**src/rtl/rsis_pkg.sv**
```systemverilog
`timescale 1ns / 1ps
`default_nettype none
// ----------------------------------------------------------------------------
// rsis_pkg
// Shared types and constants of the reservation station issue scheduler.
// ----------------------------------------------------------------------------
package rsis_pkg;

  localparam int unsigned TAG_BITS = 16;
  localparam int unsigned ALU_DEPTH = 8;
  localparam int unsigned MEM_DEPTH = 8;
  localparam int unsigned BR_DEPTH = 4;
  localparam int unsigned FIFO_DEPTH = 4;
  localparam int unsigned NUM_LAT = 5;

  typedef logic [TAG_BITS-1:0] tag_t;
  typedef logic [5:0] lat_t;

  localparam logic [1:0] KIND_ENQ = 2'd0;
  localparam logic [1:0] KIND_MARK = 2'd1;
  localparam logic [1:0] KIND_TICK = 2'd2;

  localparam logic [1:0] UNIT_ALU = 2'd0;
  localparam logic [1:0] UNIT_MEM = 2'd1;
  localparam logic [1:0] UNIT_BR = 2'd2;

  localparam logic [1:0] CLS_PLAIN = 2'd0;
  localparam logic [1:0] CLS_MUL = 2'd1;
  localparam logic [1:0] CLS_DIV = 2'd2;

  localparam logic [2:0] EV_ACCEPT = 3'd0;
  localparam logic [2:0] EV_REJECT = 3'd1;
  localparam logic [2:0] EV_ISSUE = 3'd2;
  localparam logic [2:0] EV_DONE = 3'd3;
  localparam logic [2:0] EV_MARK = 3'd4;
  localparam logic [2:0] EV_NONE = 3'd5;

  localparam logic [2:0] REG_ALU = 3'd0;
  localparam logic [2:0] REG_MUL = 3'd1;
  localparam logic [2:0] REG_DIV = 3'd2;
  localparam logic [2:0] REG_MEM = 3'd3;
  localparam logic [2:0] REG_BR = 3'd4;

  localparam lat_t LAT_ALU_RST = 6'd1;
  localparam lat_t LAT_MUL_RST = 6'd3;
  localparam lat_t LAT_DIV_RST = 6'd35;
  localparam lat_t LAT_MEM_RST = 6'd2;
  localparam lat_t LAT_BR_RST = 6'd1;

  // One classified command handed from the front to the back.
  typedef struct packed {
    logic [1:0] kind;
    logic [1:0] unit;
    tag_t       tag;
    logic [1:0] cls;
    logic       is_load;
    logic       s1;
    logic       s2;
    logic       which;
    logic       pend;
    tag_t       stag;
  } cmd_t;

endpackage
`default_nettype wire

```
**src/rtl/reservation_station_issue_scheduler_top.sv**
```systemverilog
`timescale 1ns / 1ps
`default_nettype none
// ----------------------------------------------------------------------------
// reservation_station_issue_scheduler_top
// An enqueue or mark result passes the command queue, the back end's result
// register and the output register on its way to the ports; tick results
// follow at most one per cycle. The back end handles enqueue and mark in its
// idle state and a tick in steps (latch, four slot countdown steps, four slot
// issue steps). A four-entry command queue takes a transfer every cycle until
// full; busy is high while full. The receiver cannot stall. Reset clears the
// queues, counts and slot busy bits and loads the default latencies.
// ----------------------------------------------------------------------------
module reservation_station_issue_scheduler_top (
  input  wire                 clk_i,
  input  wire                 rst_ni,
  input  wire                 start,
  output logic                busy,
  input  wire [1:0]           kind_i,
  input  wire [1:0]           unit_i,
  input  rsis_pkg::tag_t      op_tag_i,
  input  wire [1:0]           alu_class_i,
  input  wire                 is_load_i,
  input  wire                 src1_ready_i,
  input  wire                 src2_ready_i,
  input  wire                 which_source_i,
  input  wire                 store_pending_i,
  input  rsis_pkg::tag_t      oldest_store_tag_i,
  input  wire                 cfg_valid_i,
  output logic                cfg_ready_o,
  input  wire [2:0]           cfg_index_i,
  input  wire [5:0]           cfg_data_i,
  output logic                res_strobe_o,
  output logic [2:0]          event_res_o,
  output logic [1:0]          slot_o,
  output rsis_pkg::tag_t      tag_o,
  output logic                last_o
);
  import rsis_pkg::*;

  cmd_t in_cmd, q_cmd;
  logic full, empty, pop, pv, pl;
  logic [2:0] pe;
  logic [1:0] ps;
  tag_t pt;

  assign in_cmd = '{kind_i, unit_i, op_tag_i, alu_class_i, is_load_i, src1_ready_i,
                    src2_ready_i, which_source_i, store_pending_i, oldest_store_tag_i};
  assign busy = full;
  assign cfg_ready_o = 1'b1;

  rsis_front u_front (
    .clk_i, .rst_ni, .push_i(start && !full), .cmd_i(in_cmd), .pop_i(pop),
    .full_o(full), .empty_o(empty), .cmd_o(q_cmd)
  );

  rsis_back u_back (
    .clk_i, .rst_ni, .have_i(!empty), .cmd_i(q_cmd), .pop_o(pop),
    .cfg_we_i(cfg_valid_i), .cfg_idx_i(cfg_index_i), .cfg_val_i(cfg_data_i),
    .res_valid_o(pv), .res_event_o(pe), .res_slot_o(ps), .res_tag_o(pt), .res_last_o(pl)
  );

  rsis_outbuf u_out (
    .clk_i, .rst_ni, .v_i(pv), .e_i(pe), .s_i(ps), .t_i(pt), .l_i(pl),
    .v_o(res_strobe_o), .e_o(event_res_o), .s_o(slot_o), .t_o(tag_o), .l_o(last_o)
  );

endmodule
`default_nettype wire

```
**src/rtl/rsis_front.sv**
```systemverilog
`timescale 1ns / 1ps
`default_nettype none
// ----------------------------------------------------------------------------
// rsis_front
// Command queue: takes start transfers, normalizes unit and class codes.
// ----------------------------------------------------------------------------
module rsis_front (
  input  wire                 clk_i,
  input  wire                 rst_ni,
  input  wire                 push_i,
  input  rsis_pkg::cmd_t      cmd_i,
  input  wire                 pop_i,
  output logic                full_o,
  output logic                empty_o,
  output rsis_pkg::cmd_t      cmd_o
);
  import rsis_pkg::*;

  localparam int unsigned PW = $clog2(FIFO_DEPTH);

  cmd_t mem_q [FIFO_DEPTH];
  logic [PW-1:0] wp_q, rp_q;
  logic [PW:0] cnt_q;
  cmd_t norm;

  always_comb begin
    norm = cmd_i;
    if (cmd_i.unit > UNIT_BR) norm.unit = UNIT_BR;
    if (cmd_i.cls > CLS_DIV) norm.cls = CLS_PLAIN;
  end

  assign full_o = (cnt_q == (PW+1)'(FIFO_DEPTH));
  assign empty_o = (cnt_q == '0);
  assign cmd_o = mem_q[rp_q];

  always_ff @(posedge clk_i) begin
    if (push_i) mem_q[wp_q] <= norm;
  end

  always_ff @(posedge clk_i or negedge rst_ni) begin
    if (!rst_ni) begin
      wp_q <= '0;
      rp_q <= '0;
      cnt_q <= '0;
    end else begin
      if (push_i) wp_q <= wp_q + PW'(1);
      if (pop_i) rp_q <= rp_q + PW'(1);
      cnt_q <= cnt_q + (PW+1)'(push_i) - (PW+1)'(pop_i);
    end
  end

endmodule
`default_nettype wire

```
**src/rtl/rsis_back.sv**
```systemverilog
`timescale 1ns / 1ps
`default_nettype none
// ----------------------------------------------------------------------------
// rsis_back
// Queues, execution slots and the result sequencer. At most one result per cycle.
// ----------------------------------------------------------------------------
module rsis_back (
  input  wire                 clk_i,
  input  wire                 rst_ni,
  input  wire                 have_i,
  input  rsis_pkg::cmd_t      cmd_i,
  output logic                pop_o,
  input  wire                 cfg_we_i,
  input  wire [2:0]           cfg_idx_i,
  input  wire [5:0]           cfg_val_i,
  output logic                res_valid_o,
  output logic [2:0]          res_event_o,
  output logic [1:0]          res_slot_o,
  output rsis_pkg::tag_t      res_tag_o,
  output logic                res_last_o
);
  import rsis_pkg::*;

  typedef enum logic [2:0] {
    ST_IDLE  = 3'b001,
    ST_DONE  = 3'b010,
    ST_ISSUE = 3'b100
  } state_e;

  typedef struct packed {
    tag_t       tag;
    logic [1:0] aux;
    logic       r1;
    logic       r2;
  } ent_t;

  localparam int unsigned AW = $clog2(ALU_DEPTH);
  localparam int unsigned MW = $clog2(MEM_DEPTH);
  localparam int unsigned BW = $clog2(BR_DEPTH);

  ent_t alu_q [ALU_DEPTH];
  ent_t mem_q [MEM_DEPTH];
  ent_t br_q  [BR_DEPTH];
  logic [AW:0] acnt_q;
  logic [MW:0] mcnt_q;
  logic [BW:0] bcnt_q;

  logic [3:0] busy_q;
  lat_t       rem_q [4];
  tag_t       stag_q [4];
  lat_t       lat_q [NUM_LAT];

  state_e     state_q;
  logic [1:0] si_q;
  logic       any_q;
  cmd_t       cur_q;

  // Registered result.
  logic       rv_q, rl_q;
  logic [2:0] re_q;
  logic [1:0] rs_q;
  tag_t       rt_q;

  // Per-queue oldest eligible search and mark search.
  logic       a_hit, a_two, m_hit, b_hit;
  logic [AW-1:0] a_idx;
  logic [MW-1:0] m_idx;
  logic [BW-1:0] b_idx;
  logic       ma_hit, mm_hit, mb_hit;
  logic [AW-1:0] ma_idx;
  logic [MW-1:0] mm_idx;
  logic [BW-1:0] mb_idx;

  always_comb begin
    a_hit = 1'b0; a_two = 1'b0; a_idx = '0; ma_hit = 1'b0; ma_idx = '0;
    for (int i = ALU_DEPTH-1; i >= 0; i--) begin
      if ((AW+1)'(i) < acnt_q) begin
        if (alu_q[i].r1 && alu_q[i].r2) begin
          if (a_hit) a_two = 1'b1;
          a_hit = 1'b1; a_idx = AW'(i);
        end
        if (alu_q[i].tag == cmd_i.tag) begin
          ma_hit = 1'b1; ma_idx = AW'(i);
        end
      end
    end
    m_hit = 1'b0; m_idx = '0; mm_hit = 1'b0; mm_idx = '0;
    for (int i = MEM_DEPTH-1; i >= 0; i--) begin
      if ((MW+1)'(i) < mcnt_q) begin
        if (mem_q[i].r1 && mem_q[i].r2 &&
            !(mem_q[i].aux[0] && cur_q.pend && cur_q.stag < mem_q[i].tag)) begin
          m_hit = 1'b1; m_idx = MW'(i);
        end
        if (mem_q[i].tag == cmd_i.tag) begin
          mm_hit = 1'b1; mm_idx = MW'(i);
        end
      end
    end
    b_hit = 1'b0; b_idx = '0; mb_hit = 1'b0; mb_idx = '0;
    for (int i = BR_DEPTH-1; i >= 0; i--) begin
      if ((BW+1)'(i) < bcnt_q) begin
        if (br_q[i].r1 && br_q[i].r2) begin
          b_hit = 1'b1; b_idx = BW'(i);
        end
        if (br_q[i].tag == cmd_i.tag) begin
          mb_hit = 1'b1; mb_idx = BW'(i);
        end
      end
    end
  end

  // Completions and issues still to come in this tick, for the last flag.
  // The queues do not change while slots count down, so the whole issue
  // pattern is known at the start of the tick; slot 1 needs a second
  // eligible ALU entry when slot 0 takes the first.
  logic [3:0] done_m;
  logic [3:0] free_m;
  logic [3:0] iss_m;
  logic       pred0, pred1, any_iss, done_later, iss_later, iss_now;
  always_comb begin
    for (int s = 0; s < 4; s++) begin
      done_m[s] = busy_q[s] && (rem_q[s] <= 6'd1);
      free_m[s] = !busy_q[s] || (2'(s) >= si_q && done_m[s]);
    end
    pred0 = free_m[0] && a_hit;
    pred1 = free_m[1] && (pred0 ? a_two : a_hit);
    any_iss = pred0 || pred1 || (free_m[2] && m_hit) || (free_m[3] && b_hit);
    done_later = 1'b0;
    for (int k = 0; k < 4; k++) begin
      if (2'(k) > si_q && done_m[k]) done_later = 1'b1;
    end
    iss_m[0] = !busy_q[0] && a_hit;
    iss_m[1] = !busy_q[1] && a_hit;
    iss_m[2] = !busy_q[2] && m_hit;
    iss_m[3] = !busy_q[3] && b_hit;
    iss_now = iss_m[si_q];
    case (si_q)
      2'd0: iss_later = (!busy_q[1] && (iss_now ? a_two : a_hit)) || iss_m[2] || iss_m[3];
      2'd1: iss_later = iss_m[2] || iss_m[3];
      2'd2: iss_later = iss_m[3];
      default: iss_later = 1'b0;
    endcase
  end

  assign pop_o = have_i && (state_q == ST_IDLE);
  assign res_valid_o = rv_q;
  assign res_event_o = re_q;
  assign res_slot_o = rs_q;
  assign res_tag_o = rt_q;
  assign res_last_o = rl_q;

  lat_t alu_lat;
  always_comb begin
    case (alu_q[a_idx].aux)
      CLS_MUL: alu_lat = lat_q[REG_MUL];
      CLS_DIV: alu_lat = lat_q[REG_DIV];
      default: alu_lat = lat_q[REG_ALU];
    endcase
  end

  always_ff @(posedge clk_i) begin
    if (state_q == ST_IDLE && have_i && cmd_i.kind == KIND_ENQ) begin
      case (cmd_i.unit)
        UNIT_ALU:
          if (acnt_q < (AW+1)'(ALU_DEPTH))
            alu_q[acnt_q[AW-1:0]] <= '{cmd_i.tag, cmd_i.cls, cmd_i.s1, cmd_i.s2};
        UNIT_MEM:
          if (mcnt_q < (MW+1)'(MEM_DEPTH))
            mem_q[mcnt_q[MW-1:0]] <= '{cmd_i.tag, {1'b0, cmd_i.is_load}, cmd_i.s1, cmd_i.s2};
        default:
          if (bcnt_q < (BW+1)'(BR_DEPTH))
            br_q[bcnt_q[BW-1:0]] <= '{cmd_i.tag, 2'd0, cmd_i.s1, cmd_i.s2};
      endcase
    end else if (state_q == ST_IDLE && have_i && cmd_i.kind == KIND_MARK) begin
      case (cmd_i.unit)
        UNIT_ALU: if (ma_hit) begin
          if (cmd_i.which) alu_q[ma_idx].r2 <= 1'b1; else alu_q[ma_idx].r1 <= 1'b1;
        end
        UNIT_MEM: if (mm_hit) begin
          if (cmd_i.which) mem_q[mm_idx].r2 <= 1'b1; else mem_q[mm_idx].r1 <= 1'b1;
        end
        default: if (mb_hit) begin
          if (cmd_i.which) br_q[mb_idx].r2 <= 1'b1; else br_q[mb_idx].r1 <= 1'b1;
        end
      endcase
    end else if (state_q == ST_ISSUE && iss_now) begin
      // Shift the queue down over the issued entry, one register per entry.
      case (si_q)
        2'd0, 2'd1: for (int i = 0; i < ALU_DEPTH-1; i++)
          if (AW'(i) >= a_idx) alu_q[i] <= alu_q[i+1];
        2'd2: for (int i = 0; i < MEM_DEPTH-1; i++)
          if (MW'(i) >= m_idx) mem_q[i] <= mem_q[i+1];
        default: for (int i = 0; i < BR_DEPTH-1; i++)
          if (BW'(i) >= b_idx) br_q[i] <= br_q[i+1];
      endcase
    end
    if (state_q == ST_IDLE && have_i && cmd_i.kind == KIND_TICK) cur_q <= cmd_i;
    if (state_q == ST_ISSUE && iss_now) begin
      case (si_q)
        2'd0, 2'd1: begin rem_q[si_q] <= alu_lat; stag_q[si_q] <= alu_q[a_idx].tag; end
        2'd2: begin rem_q[2] <= lat_q[REG_MEM]; stag_q[2] <= mem_q[m_idx].tag; end
        default: begin rem_q[3] <= lat_q[REG_BR]; stag_q[3] <= br_q[b_idx].tag; end
      endcase
    end else if (state_q == ST_DONE && busy_q[si_q] && rem_q[si_q] > 6'd1) begin
      rem_q[si_q] <= rem_q[si_q] - 6'd1;
    end
  end

  always_ff @(posedge clk_i or negedge rst_ni) begin
    if (!rst_ni) begin
      state_q <= ST_IDLE;
      si_q <= '0;
      any_q <= 1'b0;
      acnt_q <= '0; mcnt_q <= '0; bcnt_q <= '0;
      busy_q <= '0;
      rv_q <= 1'b0; rl_q <= 1'b0; re_q <= EV_NONE; rs_q <= '0; rt_q <= '0;
      lat_q[REG_ALU] <= LAT_ALU_RST;
      lat_q[REG_MUL] <= LAT_MUL_RST;
      lat_q[REG_DIV] <= LAT_DIV_RST;
      lat_q[REG_MEM] <= LAT_MEM_RST;
      lat_q[REG_BR]  <= LAT_BR_RST;
    end else begin
      rv_q <= 1'b0;
      rl_q <= 1'b0;
      if (cfg_we_i && cfg_idx_i < 3'(NUM_LAT)) lat_q[cfg_idx_i] <= cfg_val_i;
      case (state_q)
        ST_IDLE: if (have_i) begin
          rv_q <= 1'b1; rs_q <= '0; rt_q <= cmd_i.tag; rl_q <= 1'b1;
          case (cmd_i.kind)
            KIND_ENQ: begin
              re_q <= EV_REJECT;
              case (cmd_i.unit)
                UNIT_ALU: if (acnt_q < (AW+1)'(ALU_DEPTH)) begin
                  re_q <= EV_ACCEPT; acnt_q <= acnt_q + (AW+1)'(1);
                end
                UNIT_MEM: if (mcnt_q < (MW+1)'(MEM_DEPTH)) begin
                  re_q <= EV_ACCEPT; mcnt_q <= mcnt_q + (MW+1)'(1);
                end
                default: if (bcnt_q < (BW+1)'(BR_DEPTH)) begin
                  re_q <= EV_ACCEPT; bcnt_q <= bcnt_q + (BW+1)'(1);
                end
              endcase
            end
            KIND_MARK: begin
              case (cmd_i.unit)
                UNIT_ALU: re_q <= ma_hit ? EV_MARK : EV_NONE;
                UNIT_MEM: re_q <= mm_hit ? EV_MARK : EV_NONE;
                default:  re_q <= mb_hit ? EV_MARK : EV_NONE;
              endcase
            end
            KIND_TICK: begin
              rv_q <= 1'b0; rl_q <= 1'b0;
              state_q <= ST_DONE; si_q <= '0; any_q <= 1'b0;
            end
            default: begin
              re_q <= EV_NONE; rt_q <= '0;
            end
          endcase
        end
        ST_DONE: begin
          if (done_m[si_q]) begin
            busy_q[si_q] <= 1'b0;
            rv_q <= 1'b1; re_q <= EV_DONE; rs_q <= si_q; rt_q <= stag_q[si_q];
            rl_q <= !done_later && !any_iss;
            any_q <= 1'b1;
          end
          si_q <= si_q + 2'd1;
          if (si_q == 2'd3) state_q <= ST_ISSUE;
        end
        default: begin
          if (iss_now) begin
            busy_q[si_q] <= 1'b1;
            rv_q <= 1'b1; re_q <= EV_ISSUE; rs_q <= si_q;
            rl_q <= !iss_later;
            case (si_q)
              2'd0, 2'd1: begin
                rt_q <= alu_q[a_idx].tag; acnt_q <= acnt_q - (AW+1)'(1);
              end
              2'd2: begin rt_q <= mem_q[m_idx].tag; mcnt_q <= mcnt_q - (MW+1)'(1); end
              default: begin rt_q <= br_q[b_idx].tag; bcnt_q <= bcnt_q - (BW+1)'(1); end
            endcase
            any_q <= 1'b1;
          end
          si_q <= si_q + 2'd1;
          if (si_q == 2'd3) begin
            state_q <= ST_IDLE;
            // A tick that neither completes nor issues reports a single EV_NONE result.
            if (!iss_now && !any_q) begin
              rv_q <= 1'b1; re_q <= EV_NONE; rs_q <= '0; rt_q <= '0; rl_q <= 1'b1;
            end
          end
        end
      endcase
    end
  end

endmodule
`default_nettype wire

```
**src/rtl/rsis_outbuf.sv**
```systemverilog
`timescale 1ns / 1ps
`default_nettype none
// ----------------------------------------------------------------------------
// rsis_outbuf
// Output register stage that drives the result ports.
// ----------------------------------------------------------------------------
module rsis_outbuf (
  input  wire                 clk_i,
  input  wire                 rst_ni,
  input  wire                 v_i,
  input  wire [2:0]           e_i,
  input  wire [1:0]           s_i,
  input  rsis_pkg::tag_t      t_i,
  input  wire                 l_i,
  output logic                v_o,
  output logic [2:0]          e_o,
  output logic [1:0]          s_o,
  output rsis_pkg::tag_t      t_o,
  output logic                l_o
);
  import rsis_pkg::*;

  logic       ov_q, ol_q;
  logic [2:0] oe_q;
  logic [1:0] os_q;
  tag_t       ot_q;

  always_ff @(posedge clk_i or negedge rst_ni) begin
    if (!rst_ni) begin
      ov_q <= 1'b0;
      ol_q <= 1'b0;
      oe_q <= '0; os_q <= '0; ot_q <= '0;
    end else begin
      ov_q <= v_i;
      ol_q <= v_i && l_i;
      oe_q <= e_i;
      os_q <= s_i;
      ot_q <= t_i;
    end
  end

  assign v_o = ov_q;
  assign e_o = oe_q;
  assign s_o = os_q;
  assign t_o = ot_q;
  assign l_o = ol_q;

endmodule
`default_nettype wire

```
**config.mk**
```make
export PLATFORM = sky130hd
export DESIGN_NAME = reservation_station_issue_scheduler_top
export DESIGN_NICKNAME = d
export VERILOG_FILES = /design/src/rtl/rsis_pkg.sv /design/src/rtl/reservation_station_issue_scheduler_top.sv /design/src/rtl/rsis_front.sv /design/src/rtl/rsis_back.sv /design/src/rtl/rsis_outbuf.sv
export SDC_FILE = /design/constraint.sdc
export NUM_CORES = 2
export LEC_CHECK = 0
export ABC_CLOCK_PERIOD_IN_PS = 6100
export BUFFER_PORTS_ARGS = -buffer_cell sky130_fd_sc_hd__buf_2
export CAP_MARGIN = 20
export CORE_MARGIN = 3
export CORE_UTILIZATION = 35
export CTS_BUF_LIST = sky130_fd_sc_hd__clkbuf_4 sky130_fd_sc_hd__clkbuf_8
export CTS_CLUSTER_SIZE = 16
export DETAILED_ROUTE_END_ITERATION = 12
export GPL_TIMING_DRIVEN = 0
export SETUP_SLACK_MARGIN = 0.05
export SYNTH_ARGS = -nofsm -noshare
export SYNTH_HDL_FRONTEND = slang
export SYNTH_HIERARCHICAL = 1
export SYNTH_SLANG_ARGS = --single-unit
```
**constraint.sdc**
```tcl
create_clock -name clk_i -period 6.1 [get_ports clk_i]
set_input_delay 1.83 -clock clk_i [delete_from_list [all_inputs] [get_ports clk_i]]
set_output_delay 1.83 -clock clk_i [all_outputs]
set_load 0.01 [all_outputs]
```
==> results.json <==
{
  "outcome": "complete, no violations",
  "drt-pass1-iter-count": 6,
  "layout_min_cycle_time_ns": 5.89,
  "clockPowerShare_pct": 20.6,
  "worst-r2r-setup-slack_ns": 0.21,
  "crit_path_end_kind": "register",
  "cp_slowest_cell": "o22ai_1",
  "crit_end": "u_back/alu_q[6][12]",
  "layout_commonest_cell": "edfxtp_1",
  "fmax_mhz": 170,
  "finalWirelength_mm": 160,
  "start_util_pct": 35.3,
  "final_cell_mix": "edfxtp_1 (661), nand2_1 (246), inv_1 (200), xnor2_1 (197), a21oi_1 (179)",
  "dieWidth_um": 357,
  "clock_skew_ns": 0.0391,
  "clkSinkCount": 765,
  "worstPathRequired_ns": 6.57,
  "antenna_found_initial": 13,
  "core-area_sq_um": 122000,
  "worstReg2RegEnd": "u_back/alu_q[6][12]",
  "io_pins": 81,
  "path_depth": 13,
  "ys_seq_area_share_pct": 52.1,
  "grt_pass1_wl_mm": 228,
  "syn_avg_cell_area_sq_um": 11.9,
  "p_seq_share_pct": 31.3,
  "cts_tree": "yes",
  "p_int_uw": 14000,
  "place.gp.congestion": 1.01,
  "routed-wl-met3_mm": 18.0,
  "rsz0062_at_grt": "no",
  "async_flop_share_pct": 13.6,
  "drv_slew": 0,
  "grt_start_max_net_pins": 61,
  "drv_cap": 0,
  "p_sw_share_pct": 42.9,
  "critical_path_buf_inv_count": 3,
  "critical_path_class": "register to register",
  "postCtsHoldBufs": 0,
  "hold_path_class": "register to register",
  "io_buffers": 79,
  "yosys.area.top_type": "edfxtp_1",
  "first_iter_violations": 4829,
  "cts.clk_slew.worst_paths_ns": 0.06,
  "worstPathArrival_ns": 6.36,
  "switchingPower_uw": 10500,
  "hpwl_mm": 120,
  "ys.warnings.count": 6,
  "cts.repair.resized": 1,
  "final_cells": 5602,
  "area_delta_synth_final_pct": 13.5,
  "grt_pass1_vias": 31500,
  "p_comb_share_pct": 48.1,
  "yosys_register_bits": 765,
  "drive_gt1_share_pct": 19.2,
  "cts-root-buf": "clkbuf_8",
  "drcViolationCount": 0,
  "viasPerCell": 5.87,
  "hold_viol": 0,
  "synth.net_count": 3814,
  "die-area_sq_um": 127000,
  "cp_top_family": "compound AO/OA/AOI/OAI gates",
  "overflow": 0,
  "crit_chain": "ha_1 > nand2_1 > o21ai_0 > a221o_1 > a31oi_1 > o22ai_1 > o41ai_4 > a21boi_2 > buf_4 > o211a_1 > buf_2 > clkbuf_1 > a21o_1",
  "cpPeakStageDelay_ns": 0.90,
  "wl_met1_mm": 66.2,
  "clock_insertion_delay_worst_skew_ns": 0.85,
  "synthesis.instances": 3613,
  "ant_nets": 0,
  "post_dp_cell_area_sq_um": 46100,
  "p_leak_uw": 0.0179,
  "cts_buffers": 136,
  "post_drt_wl_per_cell_um": 28.6,
  "cts_max_level": 4,
  "vias": 32900,
  "synth_top_area_share_pct": 46.0,
  "vdd_ir_drop_max_mv": 0.241,
  "syn_area_sq_um": 43100,
  "final_area_sq_um": 48900,
  "die_height_um": 357,
  "power.density_nw_per_um2": 500,
  "worstMarginPinSlew_ns": 1.24,
  "highest-signal-layer": "met5",
  "crit_fanout": 18,
  "grt_use_total_pct": 24.7,
  "cp-startpoint": "u_back/cur_q[2]",
  "wl_met2_mm": 68.3,
  "postCtsSetupBuffers": 0,
  "setup_viol": 0,
  "synth_ff_type": "edfxtp_1",
  "finalCritPeriodShare_pct": 96.5,
  "yosysUniqueCellTypes": 99,
  "nets": 4062,
  "relSlewSlack_pct": 17.2,
  "ff2ff_path_depth": 13,
  "synth_edf_count": 661,
  "crit_path_start_kind": "register",
  "clock_path_buffers": 3,
  "placed_cells": 5349,
  "num_rows": 128,
  "tns_ns": 0,
  "reg2reg_from": "u_back/cur_q[2]",
  "synth.area.top_cells": "edfxtp_1 (46%), dfrtp_1 (5.4%), mux2_2 (4.3%)"
}
## worst min-delay path by stage
stage,startpoint,cells past startpoint,endpoint
finish,u_back/res_valid_o,0,u_out/v_o
global route,u_back/res_valid_o,0,u_out/v_o
CTS,u_back/res_valid_o,0,u_out/v_o
detailed placement,u_back/res_valid_o,0,u_out/v_o
global placement,u_back/res_valid_o,0,u_out/v_o
floorplan,u_back/res_valid_o,0,u_out/v_o
## kinds of logic after synthesis
family | synth area share [%]
flip-flops | 52.1
AND/OR/NAND/NOR | 9.28
XOR/XNOR | 6.84
other | 0.00870
buffers and inverters | 4.16
multiplexers | 12.2
AO/OA/AOI/OAI | 11.2
adder cells (fa/ha/maj) | 4.22
## synth_stat cells, types with 85 or more instances
| cell type | number |
|---|---|
| ha_1 | 144 |
| mux2_1 | 85 |
| inv_1 | 200 |
| clkbuf_1 | 91 |
| nand3_1 | 118 |
| nand2_1 | 246 |
| xnor2_1 | 197 |
| xor2_1 | 140 |
| dfrtp_1 | 93 |
| nor2_1 | 161 |
| buf_2 | 90 |
| a21oi_1 | 179 |
| o21ai_0 | 179 |
| edfxtp_1 | 661 |
| mux2_2 | 164 |
## cell type report
class / count / area (sq um)
Clock buffer: 194 / 2380
Timing Repair Buffer: 112 / 881
Multi-Input combinational cell: 2434 / 19000
Buffer: 211 / 1040
Antenna cell: 5 / 12.5
Clock inverter: 55 / 427
Tap cell: 1625 / 2030
Sequential cell: 765 / 22500
Inverter: 201 / 754
Fill cell: 11800 / 73100
## sequential cells by signal (all words and copies together) (netlist names), 4 cells and up, named ones only
name,cells
u_back/acnt_q,4
u_back/alu_q,160
u_back/br_q,72
u_back/cur_q,17
u_back/lat_q,30
u_back/mcnt_q,4
u_back/mem_q,152
u_back/rem_q,24
u_back/res_tag_o,16
u_back/stag_q,64
u_front/mem_q,172
u_out/t_o,16
## metrics by stage
stage          total power [uW]  utilization (%)  setup slack [ns]  hold WS (ns)
6_report                  24500             40.1             0.211         0.379
5_1_grt                   25500             40.1            0.0575         0.419
4_1_cts                   24300             40.1             0.181         0.401
3_3_place_gp              18900             37.3             -2.52         0.374
2_1_floorplan             14800                -             0.180         0.347
3_5_place_dp              19200             37.8            -0.195         0.379
## worst register-to-register path, stage by stage (launching register included)
cell,delay [ns]
edfxtp_1,0.57
ha_1,0.39
nand2_1,0.05
o21ai_0,0.31
a221o_1,0.32
a31oi_1,0.24
o22ai_1,0.90
o41ai_4,0.25
a21boi_2,0.35
buf_4,0.33
o211a_1,0.19
buf_2,0.29
clkbuf_1,0.53
a21o_1,0.79
## per-layer routing
layer  vias to the layer above  global-route usage [%]
li1                      14100                       -
met1                     16400                    34.1
met2                      2041                    36.3
met3                       374                    6.77
met4                        14                    10.6
met5                         -                       0
## power groups by stage
stage | Combinational, uW | Sequential, uW | Clock [uW]
after floorplan | 7300 | 7540 | 0
after global placement | 11100 | 7770 | 0
after detailed placement | 11400 | 7760 | 0
after CTS | 11500 | 7650 | 5140
after global routing | 12400 | 7710 | 5360
final | 11800 | 7660 | 5040
Power figures use the tool's default switching activity.
